`config.mk`:
```
export PLATFORM = sky130hd
export DESIGN_NAME = flc_ctrl
export DESIGN_NICKNAME = d
export VERILOG_FILES = /design/src/design/flc_pkg.sv /design/src/design/flc_ctrl.sv
export SDC_FILE = /design/constraint.sdc
export NUM_CORES = 1
export LEC_CHECK = 0
export ABC_AREA = 0
export BUFFER_PORTS_ARGS = -buffer_cell sky130_fd_sc_hd__buf_2
export CORE_UTILIZATION = 50
export CTS_CLUSTER_SIZE = 14
export DETAILED_ROUTE_END_ITERATION = 10
export PLACE_DENSITY = 0.8
export SLEW_MARGIN = 20
export SYNTH_ARGS = -nofsm -noshare
export SYNTH_HDL_FRONTEND = slang
export SYNTH_SLANG_ARGS = --single-unit
```
`constraint.sdc`:
```
create_clock -name i_clk -period 4.7 [get_ports i_clk]
set_input_delay 0.47 -clock i_clk [delete_from_list [all_inputs] [get_ports i_clk]]
set_output_delay 0.47 -clock i_clk [all_outputs]
set_load 0.02 [all_outputs]
```
`src/design/flc_pkg.sv`:
```
// Package for the fixed-width leader clustering block.
// Holds sizes, the controller state type and the command/status structs.
package flc_pkg;

    localparam int MaxClusters = 64;
    localparam int CountBits   = 16;
    localparam int IdxBits     = $clog2(MaxClusters);
    localparam int CntBits     = IdxBits + 1;
    localparam int FeatBits    = 16;
    localparam int SumBits     = 32;
    localparam int DistBits    = 34;
    localparam logic [DistBits-1:0] WidthSqReset = DistBits'(65536);
    localparam logic [CountBits-1:0] CountMax = {CountBits{1'b1}};
    // one RAM word per cluster: centroid a, centroid b, sum a, sum b, count
    localparam int WordBits = 2 * FeatBits + 2 * SumBits + CountBits;

    typedef enum logic [6:0] {
        S_IDLE  = 7'b0000001,
        S_SCAN  = 7'b0000010,
        S_DRAIN = 7'b0000100,
        S_READ  = 7'b0001000,
        S_DIV   = 7'b0010000,
        S_WRITE = 7'b0100000,
        S_OUT   = 7'b1000000
    } t_state;

    typedef struct packed {
        logic load;       // capture sample, reset search
        logic rd_en;      // issue RAM read
        logic rd_best;    // read address is the best entry
        logic [IdxBits-1:0] rd_addr;
        logic cmp_en;     // compare RAM data of the previous read
        logic first;      // that compare is against entry 0
        logic [IdxBits-1:0] cmp_idx;
        logic upd_start;  // add sample to best entry and start dividers
        logic wr_join;    // write updated best entry
        logic wr_open;    // write new entry at cluster_count
        logic out_load;   // load result register
    } t_cmd;

    typedef struct packed {
        logic join_ok;    // best distance below width
        logic sat;        // best count saturated
        logic div_done;
    } t_sts;

endpackage

```
`src/design/flc_ctrl.sv`:
```
// Controller state machine: scan, update and result sequencing.
// Depends on flc_pkg.
module flc_ctrl (
    input  logic i_clk,
    input  logic i_rst_n,
    input  logic i_in_valid,
    output logic o_in_ready,
    input  logic i_out_busy,
    input  flc_pkg::t_sts i_sts,
    input  logic [flc_pkg::CntBits-1:0] i_count,
    output flc_pkg::t_cmd o_cmd
);
    import flc_pkg::*;

    t_state r_state, n_state;
    logic [CntBits-1:0] r_ptr, n_ptr;

    assign o_in_ready = (r_state == S_IDLE);

    // next state and commands
    always_comb begin
        n_state = r_state;
        n_ptr   = r_ptr;
        o_cmd   = '0;
        o_cmd.rd_addr = r_ptr[IdxBits-1:0];
        o_cmd.cmp_idx = IdxBits'(r_ptr - 1'b1);
        o_cmd.first   = (r_ptr == CntBits'(1));
        case (r_state)
            S_IDLE: begin
                if (i_in_valid) begin
                    o_cmd.load = 1'b1;
                    n_ptr      = '0;
                    n_state    = (i_count == '0) ? S_DRAIN : S_SCAN;
                end
            end
            S_SCAN: begin
                // read entry r_ptr, compare entry r_ptr-1
                o_cmd.rd_en  = 1'b1;
                o_cmd.cmp_en = (r_ptr != '0);
                n_ptr        = r_ptr + 1'b1;
                if (r_ptr + 1'b1 == i_count) n_state = S_DRAIN;
            end
            S_DRAIN: begin
                o_cmd.cmp_en = (r_ptr != '0);
                n_state      = S_READ;
            end
            S_READ: begin
                if (i_sts.join_ok) begin
                    o_cmd.rd_en   = 1'b1;
                    o_cmd.rd_best = 1'b1;
                    o_cmd.rd_addr = '0;
                    n_state       = S_DIV;
                    n_ptr         = '0;
                end else begin
                    o_cmd.wr_open = (i_count != CntBits'(MaxClusters));
                    n_state       = S_OUT;
                end
            end
            S_DIV: begin
                // r_ptr 0: RAM word of best entry arrives, start dividers unless saturated
                if (r_ptr == '0) begin
                    n_ptr = CntBits'(1);
                    if (!i_sts.sat) o_cmd.upd_start = 1'b1;
                    else n_state = S_OUT;
                end else if (i_sts.div_done) begin
                    n_state = S_WRITE;
                end
            end
            S_WRITE: begin
                o_cmd.wr_join = 1'b1;
                n_state       = S_OUT;
            end
            S_OUT: begin
                if (!i_out_busy) begin
                    o_cmd.out_load = 1'b1;
                    n_state        = S_IDLE;
                end
            end
            default: n_state = S_IDLE;
        endcase
    end

    always_ff @(posedge i_clk) begin
        if (!i_rst_n) begin
            r_state <= S_IDLE;
            r_ptr   <= '0;
        end else begin
            r_state <= n_state;
            r_ptr   <= n_ptr;
        end
    end
endmodule

```
# [Word-level counts from Yosys, hierarchy flattened]
# Index checks and enable logic that the tools add are counted.
[totals] regBits=14 elab_cells=55
[classes] n_addsub=2 n_eq_ne=17 n_mux=27 n_reduce_logical=7
[op_table] op="7-bit 2-to-1 mux" count=11
[op_table] op="7-bit one-hot mux with 7 select lines" count=1
[op_table] op="7-bit one-hot mux with 4 select lines" count=1
[op_table] op="7-bit by 1-bit equality test with 1-bit output, second input constant" count=2
[op_table] op="7-bit zero test" count=2
[op_table] op="1-bit 2-to-1 mux" count=11
[op_table] op="2-bit inequality test, second input constant" count=5
[op_table] op="8-bit 2-to-1 mux" count=1
[op_table] op="7-bit by 1-bit adder with 7-bit output, second input constant" count=1
[op_table] op="7-bit by 2-bit equality test with 1-bit output, second input constant" count=1
[op_table] op="7-bit by 3-bit equality test with 1-bit output, second input constant" count=1
[op_table] op="7-bit by 4-bit equality test with 1-bit output, second input constant" count=1
[op_table] op="7-bit by 5-bit equality test with 1-bit output, second input constant" count=1
[op_table] op="7-bit by 6-bit equality test with 1-bit output, second input constant" count=1
[op_table] op="7-bit equality test" count=1
[op_table] op="7-bit equality test, second input constant" count=1
[op_table] op="7-bit inequality test, second input constant" count=1
[op_table] op="7-bit nonzero test" count=1
[op_table] op="3-bit inequality test, second input constant" count=2
[op_table] op="6-bit by 1-bit subtractor with 6-bit output, second input constant" count=1
[op_table] op="5-bit AND reduction" count=1
[op_table] op="4-bit AND reduction" count=1
[op_table] op="4-bit nonzero test" count=1
[op_table] op="3-bit 2-to-1 mux" count=1
[op_table] op="other kinds (2)" count=2

# [Depth between registers and ports, before layout]
# Gate-level depths: netlist of the first run.
[depth] ltp_word=4 depth_mapped=8

# [Least setup slack after synthesis of the first run]
# OpenSTA, ideal clock, no wires.
[synth_timing] path_type="register to output" start="reg r_state[1]" end="out o_cmd[20] (netlist name)" arrival_ps=1751 path_slack_ps=2479 path_stages_with_launch=5 cell_sequence="dfxtp_1 buf_6 or4_4 nor4b_4 and2_1"
[synth_rtl] item="start: declaration" line_no="flc_ctrl.sv:15" text="t_state r_state, n_state;"
[synth_rtl] item="start signal: assignment" line_no="flc_ctrl.sv:88" text="r_state <= n_state;"
[synth_rtl] item="end: declaration" line_no="flc_ctrl.sv:11" text="output flc_pkg::t_cmd o_cmd"

==> key figures, run 1 <==
Synth
  • Netlist cell types: 48
  • Synth Area in Adders: 3.049%
  • Ys async rst share: 0%
  • Number of synthesized register bits: 14
  • Post-synthesis mux area share: 0%
  • Post-synthesis compound-gate area fraction: 19.82%
  • Post-Synth Simple-Gate Area: around 38%
  • Net Count, Synth: 182
  • Sequential area share after synthesis: 22.76%
  • Average size of a mapped cell: roughly 7.5 sq um
  • Synth Area in XOR/XNOR: ~10%
  • Syn Inst Count: between 150 and 200
  • Share of the synthesized area in the top cell type: between 20% and 30%
  • Largest family of logic cells by synthesized area: simple AND/OR/NAND/NOR gates
  • Leading area contributor after synthesis: dfxtp_1
  • Top cells by area, synth: dfxtp_1 (23%), nand2_1 (5.2%), nor2_1 (5.2%), xnor2_1 (5.0%), xor2_1 (5.0%)
  • Main flop type after synthesis: dfxtp_1
  • Post-synth EDFFs: 0
  • Synth cell count leaders: nand2_1 (17), nor2_1 (17), dfxtp_1 (14)
  • Mapped Area: about 1200 sq um
  • Yosys Warn Count: 0

Timing
  • RSZ-0062 raised after global routing: false
  • Worst-margin pin slew: ~0.44 ns
  • Final setup violating endpoints: 0
  • Max Fclk: 0.3860 GHz
  • Relative slew slack: ~71%
  • Slack of the critical path: approximately 2.1 ns
  • Pins over their slew limit: 0
  • Setup TNS: 0 ns
  • Period utilisation layout: 55.12%
  • Min Tclk post-route: 2.590 ns
  • Final Hold Viols: 0
  • Skew final: 0.002971 ns

CTS
  • CTS H-tree depth: 1
  • CTS sink count: 14
  • CTS clk-pin slew, worst paths: roughly 0.090 ns
  • Post-CTS Hold Fix Bufs: 0
  • CTS root buffer: clkbuf_4
  • TritonCTS clock tree: built
  • CTS max path bufs: 2
  • Number of CTS-inserted buffers: 3
  • Worst-skew pair later-pin latency: between 0.2 and 0.3 ns
  • Post_cts resized: 0
  • Setup Fix Bufs, Post-CTS: 0

Critical path
  • CP Max Fanout: 10
  • Crit path DAT: approximately 2.1 ns
  • WP data required: ~4.2 ns
  • R2R cell count: 7
  • R2r endpoint: r_state[1]
  • R2r startpoint: r_ptr[0]
  • CP Capture Type: primary output
  • CP Class: reg2out
  • CP Launch Type: flop
  • Reg-to-reg slack, setup: between 2 and 3 ns

Place
  • Placement Setup Slack: 2.443 ns
  • IO buf count: 35
  • Routability Congestion: 0.9780
  • Final HPWL DP: between 2000 and 3000 um
  • Inst Count DP: ~220

Drt
  • DRC viols: 0
  • Via count: approximately 1300
  • Drt pass-1 iters: 4
  • Routed len/inst: about 15 um
  • DR iter-0 viols: 55
  • WL final: approximately 3300 um
  • Vias per inst: 5.960
  • Routed Antenna Nets: 0

Die
  • Placement Rows: 17
  • Starting Density: 54.10%
  • Height of the die: approximately 52 um
  • Area of the die: approximately 2700 sq um
  • Core area: 2276 sq um
  • Num ports: 36
  • Die X-Extent: roughly 52 um

Final layout
  • Fin cells: about 220
  • Share of layout cells above drive strength 1: 26.15%
  • Area Growth Syn to Fin: 16.26%
  • Total Nets Final: 213
  • # fillers: 213
  • Diode count: 0
  • Sequential cell area: around 280 sq um
  • Area occupied by multi-input gates: 867.1 sq um

Status
  • Status: completed

Global route
  • First-pass GRT wire length: 5492 um
  • Number of antenna violations at the first check in global routing: 0
  • Largest net degree at the start of global routing: 11
  • Global-route usage over all layers: 27.44%
  • Vias in the first global route: ~1200
  • Remaining global-route overflow: 0

Pwr
  • IR drop worst, VDD: ~0.16 mV
  • P_leak: ~0.6 nW
  • PwrDens: roughly 200 nW/um^2

Worst hold path
  • Hold Crit Class: in2reg
  • Hold wc startpoint: i_rst_n
  • Hold path depth: 2
  • Hold endpoint: r_state[4]

Run
  • Total of max-cap violations: 0
worst max path at each step:
| stage | from | endpoint | slack [ns] | cells past startpoint |
|---|---|---|---|---|
| floorplan | r_state[1] | o_cmd[20] | 2.48 | 4 |
| global placement | r_state[1] | o_cmd[15] | 2.52 | 5 |
| detailed placement | r_state[1] | o_cmd[15] | 2.44 | 5 |
| CTS | r_state[1] | o_cmd[15] | 2.13 | 5 |
| global route | r_state[1] | o_cmd[14] | 1.98 | 6 |
| finish | r_state[1] | o_cmd[15] | 2.11 | 5 |
metrics by stage:
step / power, mW / hold slack [ns] / area, sq um / util, %
2_1_floorplan: 0.1852 / 0.4947 / 1231 / -
6_report: 0.2934 / 0.4862 / 1431 / 62.89
3_3_place_gp: 0.2046 / 0.5284 / 1395 / 61.30
4_1_cts: 0.2932 / 0.4793 / 1431 / 62.89
3_5_place_dp: 0.2073 / 0.5554 / 1395 / 61.30
5_1_grt: 0.3089 / 0.4878 / 1431 / 62.89
cell usage in the layout (no fill, tap or decap), drive strengths merged, types with 2 or more instances in the layout:
cell type,count
buf,35
nor2,18
nand2,17
dfxtp,14
inv,10
o21ai,10
nor3,9
xnor2,7
xor2,7
nand3,6
a21oi,6
a31oi,5
and2,4
nand4,4
nor3b,4
clkbuf,4
ha,3
nor4,3
nand2b,2
and3,2
nor2b,2
o21a,2
a32o,2
a211oi,2
nor4b,2
or3b,2
flip-flops by register name (all words and copies together) (netlist names):
register	flops
r_state	7
r_ptr	7
final cells by class:
cell class | count | share of cell area [%]
Sequential cell | 14 | 19.58
Clock buffer | 4 | 2.535
Multi-Input combinational cell | 132 | 60.58
Timing Repair Buffer | 35 | 12.24
Inverter | 10 | 2.622
Tap cell | 28 | 2.448
critical path, cell delays in order (launching register included):
cell and delay, ns:
dfxtp_1 0.41, or4_4 0.61, nor4b_2 0.29, nand2_1 0.18, and2_1 0.19, buf_2 0.15
power by group:
group,internal [mW],total (mW),switching [mW]
sequential,0.121,0.127,0.00628
clock,0.0471,0.0871,0.0400
combinational,0.0317,0.0790,0.0473
per-layer routing:
metal / track usage, % / share of wire, % / wire length [um]
met4: 9.910 / 1.3 / 44
met2: 44.37 / 45 / 1491
met5: 0 / 0 / 0
met1: 37.97 / 47 / 1550
met3: 2.047 / 7.0 / 231
kinds of logic after synthesis:
group                      count (synthesis)
AOI/OAI and AO/OA                         35
xor gates and xnor gates                  14
adders and majority gates                  3
buffers and inverters                     19
DFF                                       14
and+or+nand+nor                           80
No activity file was read; power rests on OpenSTA's default activity.
==> run 2, diff against run 1 <==
CORE_UTILIZATION = 46   (was 50)
PLACE_DENSITY = 0.77   (was 0.8)
clock period = 2.21 ns   (was 4.7 ns; I/O delays follow)
==> key figures, run 2 (synthesis results as in run 1) <==
Pwr
  • P_leak: ~0.63 nW
  • IR drop worst, VDD: 0.3247 mV
  • PwrDens: about 430 nW/um^2

CTS
  • Post-CTS Hold Fix Bufs: 0
  • CTS max path bufs: 2
  • CTS clk-pin slew, worst paths: about 0.1 ns
  • CTS root buffer: clkbuf_4
  • TritonCTS clock tree: built
  • CTS sink count: 14
  • Number of CTS-inserted buffers: 3
  • Worst-skew pair later-pin latency: ~0.29 ns
  • CTS H-tree depth: 1

Worst hold path
  • Hold Crit Class: in2reg

Timing
  • Min Tclk post-route: approximately 2.2 ns
  • Skew final: 0.003990 ns
  • Worst-margin pin slew: ~0.45 ns
  • Final Hold Viols: 0
  • Pins over their slew limit: 0
  • Relative slew slack: around 70%
  • Hold_ws: about 0.25 ns
  • RSZ-0062 raised after global routing: true
  • Final setup violating endpoints: 0
  • Max Fclk: about 0.46 GHz
  • Period utilisation layout: about 99%
  • Slack of the critical path: 0.02498 ns

Drt
  • Vias per inst: 5.935
  • WL final: 3488 um
  • DR iter-0 viols: 54
  • Drt pass-1 iters: 4
  • Via count: about 1400
  • Routed len/inst: ~15 um
  • DRC viols: 0
  • Routed Antenna Nets: 0

Global route
  • Global-route usage over all layers: 26.93%
  • Number of antenna violations at the first check in global routing: 0
  • First-pass GRT wire length: around 5600 um
  • Vias in the first global route: 1244
  • Remaining global-route overflow: 0
  • Largest net degree at the start of global routing: 10

Die
  • Area of the die: around 2900 sq um
  • Height of the die: ~54 um
  • Core area: roughly 2500 sq um
  • Starting Density: roughly 49%
  • Placement Rows: 18
  • Die X-Extent: roughly 54 um
  • Num ports: 36

Final layout
  • Regs by FF count: r_ptr x7, r_state x7
  • Area occupied by multi-input gates: about 880 sq um
  • Commonest non-fill, non-tap cell in the layout: buf_2
  • Share of layout cells above drive strength 1: ~30%
  • Fin area: roughly 1500 sq um
  • Area Growth Syn to Fin: 21.55%
  • Most frequent cells in the layout: buf_2 (34), nor2_1 (17), nand2_1 (16), dfxtp_1 (13)
  • # fillers: 252
  • Sequential cell area: 281.5 sq um
  • Diode count: 0
  • Total Nets Final: ~220

Critical path
  • Crit path DAT: between 1.5 and 2 ns
  • WP data required: just under 2 ns
  • CP Capture Type: primary output
  • CP Max Fanout: 5
  • CP Class: reg2out
  • CP Launch Type: flop

Place
  • Post-DP Area: approximately 1400 sq um
  • Placement Setup Slack: 0.2862 ns
  • IO buf count: 35
  • Final HPWL DP: ~2700 um
  • Routability Congestion: 0.9384

Run
  • Total of max-cap violations: 0

Status
  • Status: completed
==> run 2: repair_timing <==
item,CTS,global route
setup endpoints to repair,7,10
pin swaps,0,2
setup buffers,0,2
resized for setup,2,3
==> run 2: cell type report <==
class	instances	area share, %
clock buffers	4	2.425
inverters	10	2.508
multi-input cells	132	58.86
flip-flops and latches	14	18.81
well taps	30	2.508
repair buffers	41	14.88
==> run 2: power by group <==
part / internal (mW) / switching, mW
logic: 0.0727 / 0.106
registers: 0.258 / 0.00958
clock network: 0.100 / 0.102
==> run 2: worst paths after layout <==
kind	start	to	slack, ns	cells past startpoint
setup / recovery	r_state[1]	o_cmd[15]	0.02	5
setup reg to reg	r_ptr[0]	r_state[1]	0.25	7
hold / removal	i_rst_n	r_state[4]	0.25	2
hold reg to reg	r_ptr[1]	r_ptr[1]	0.56	2
==> run 2: critical path, cell delays in order (launching register included) <==
cell and delay [ns]:
dfxtp_2 0.34, or4_4 0.58, nor4b_4 0.27, nand2_2 0.15, and2_1 0.18, buf_2 0.15
==> run 2: metal layers <==
metal,up-vias,routed length [um],GRT usage [%]
li1,660,-,-
met2,55,1760,50.21
met3,10,168,3.107
met1,646,1493,30.77
met5,-,0,0
met4,0,65,10.09
==> run 2: per-stage QoR <==
| stage | total power, mW | cells | utilization [%] | setup TNS, ns |
|---|---|---|---|---|
| finish | 0.6491 | 231 | 59.86 | 0 |
| global route | 0.6757 | 231 | 59.86 | -0.4029 |
| CTS | 0.6424 | 229 | 59.01 | 0 |
| detailed placement | 0.4449 | 225 | 57.11 | 0 |
| global placement | 0.4423 | 225 | 57.11 | 0 |
| floorplan | 0.3938 | 165 | - | 0 |
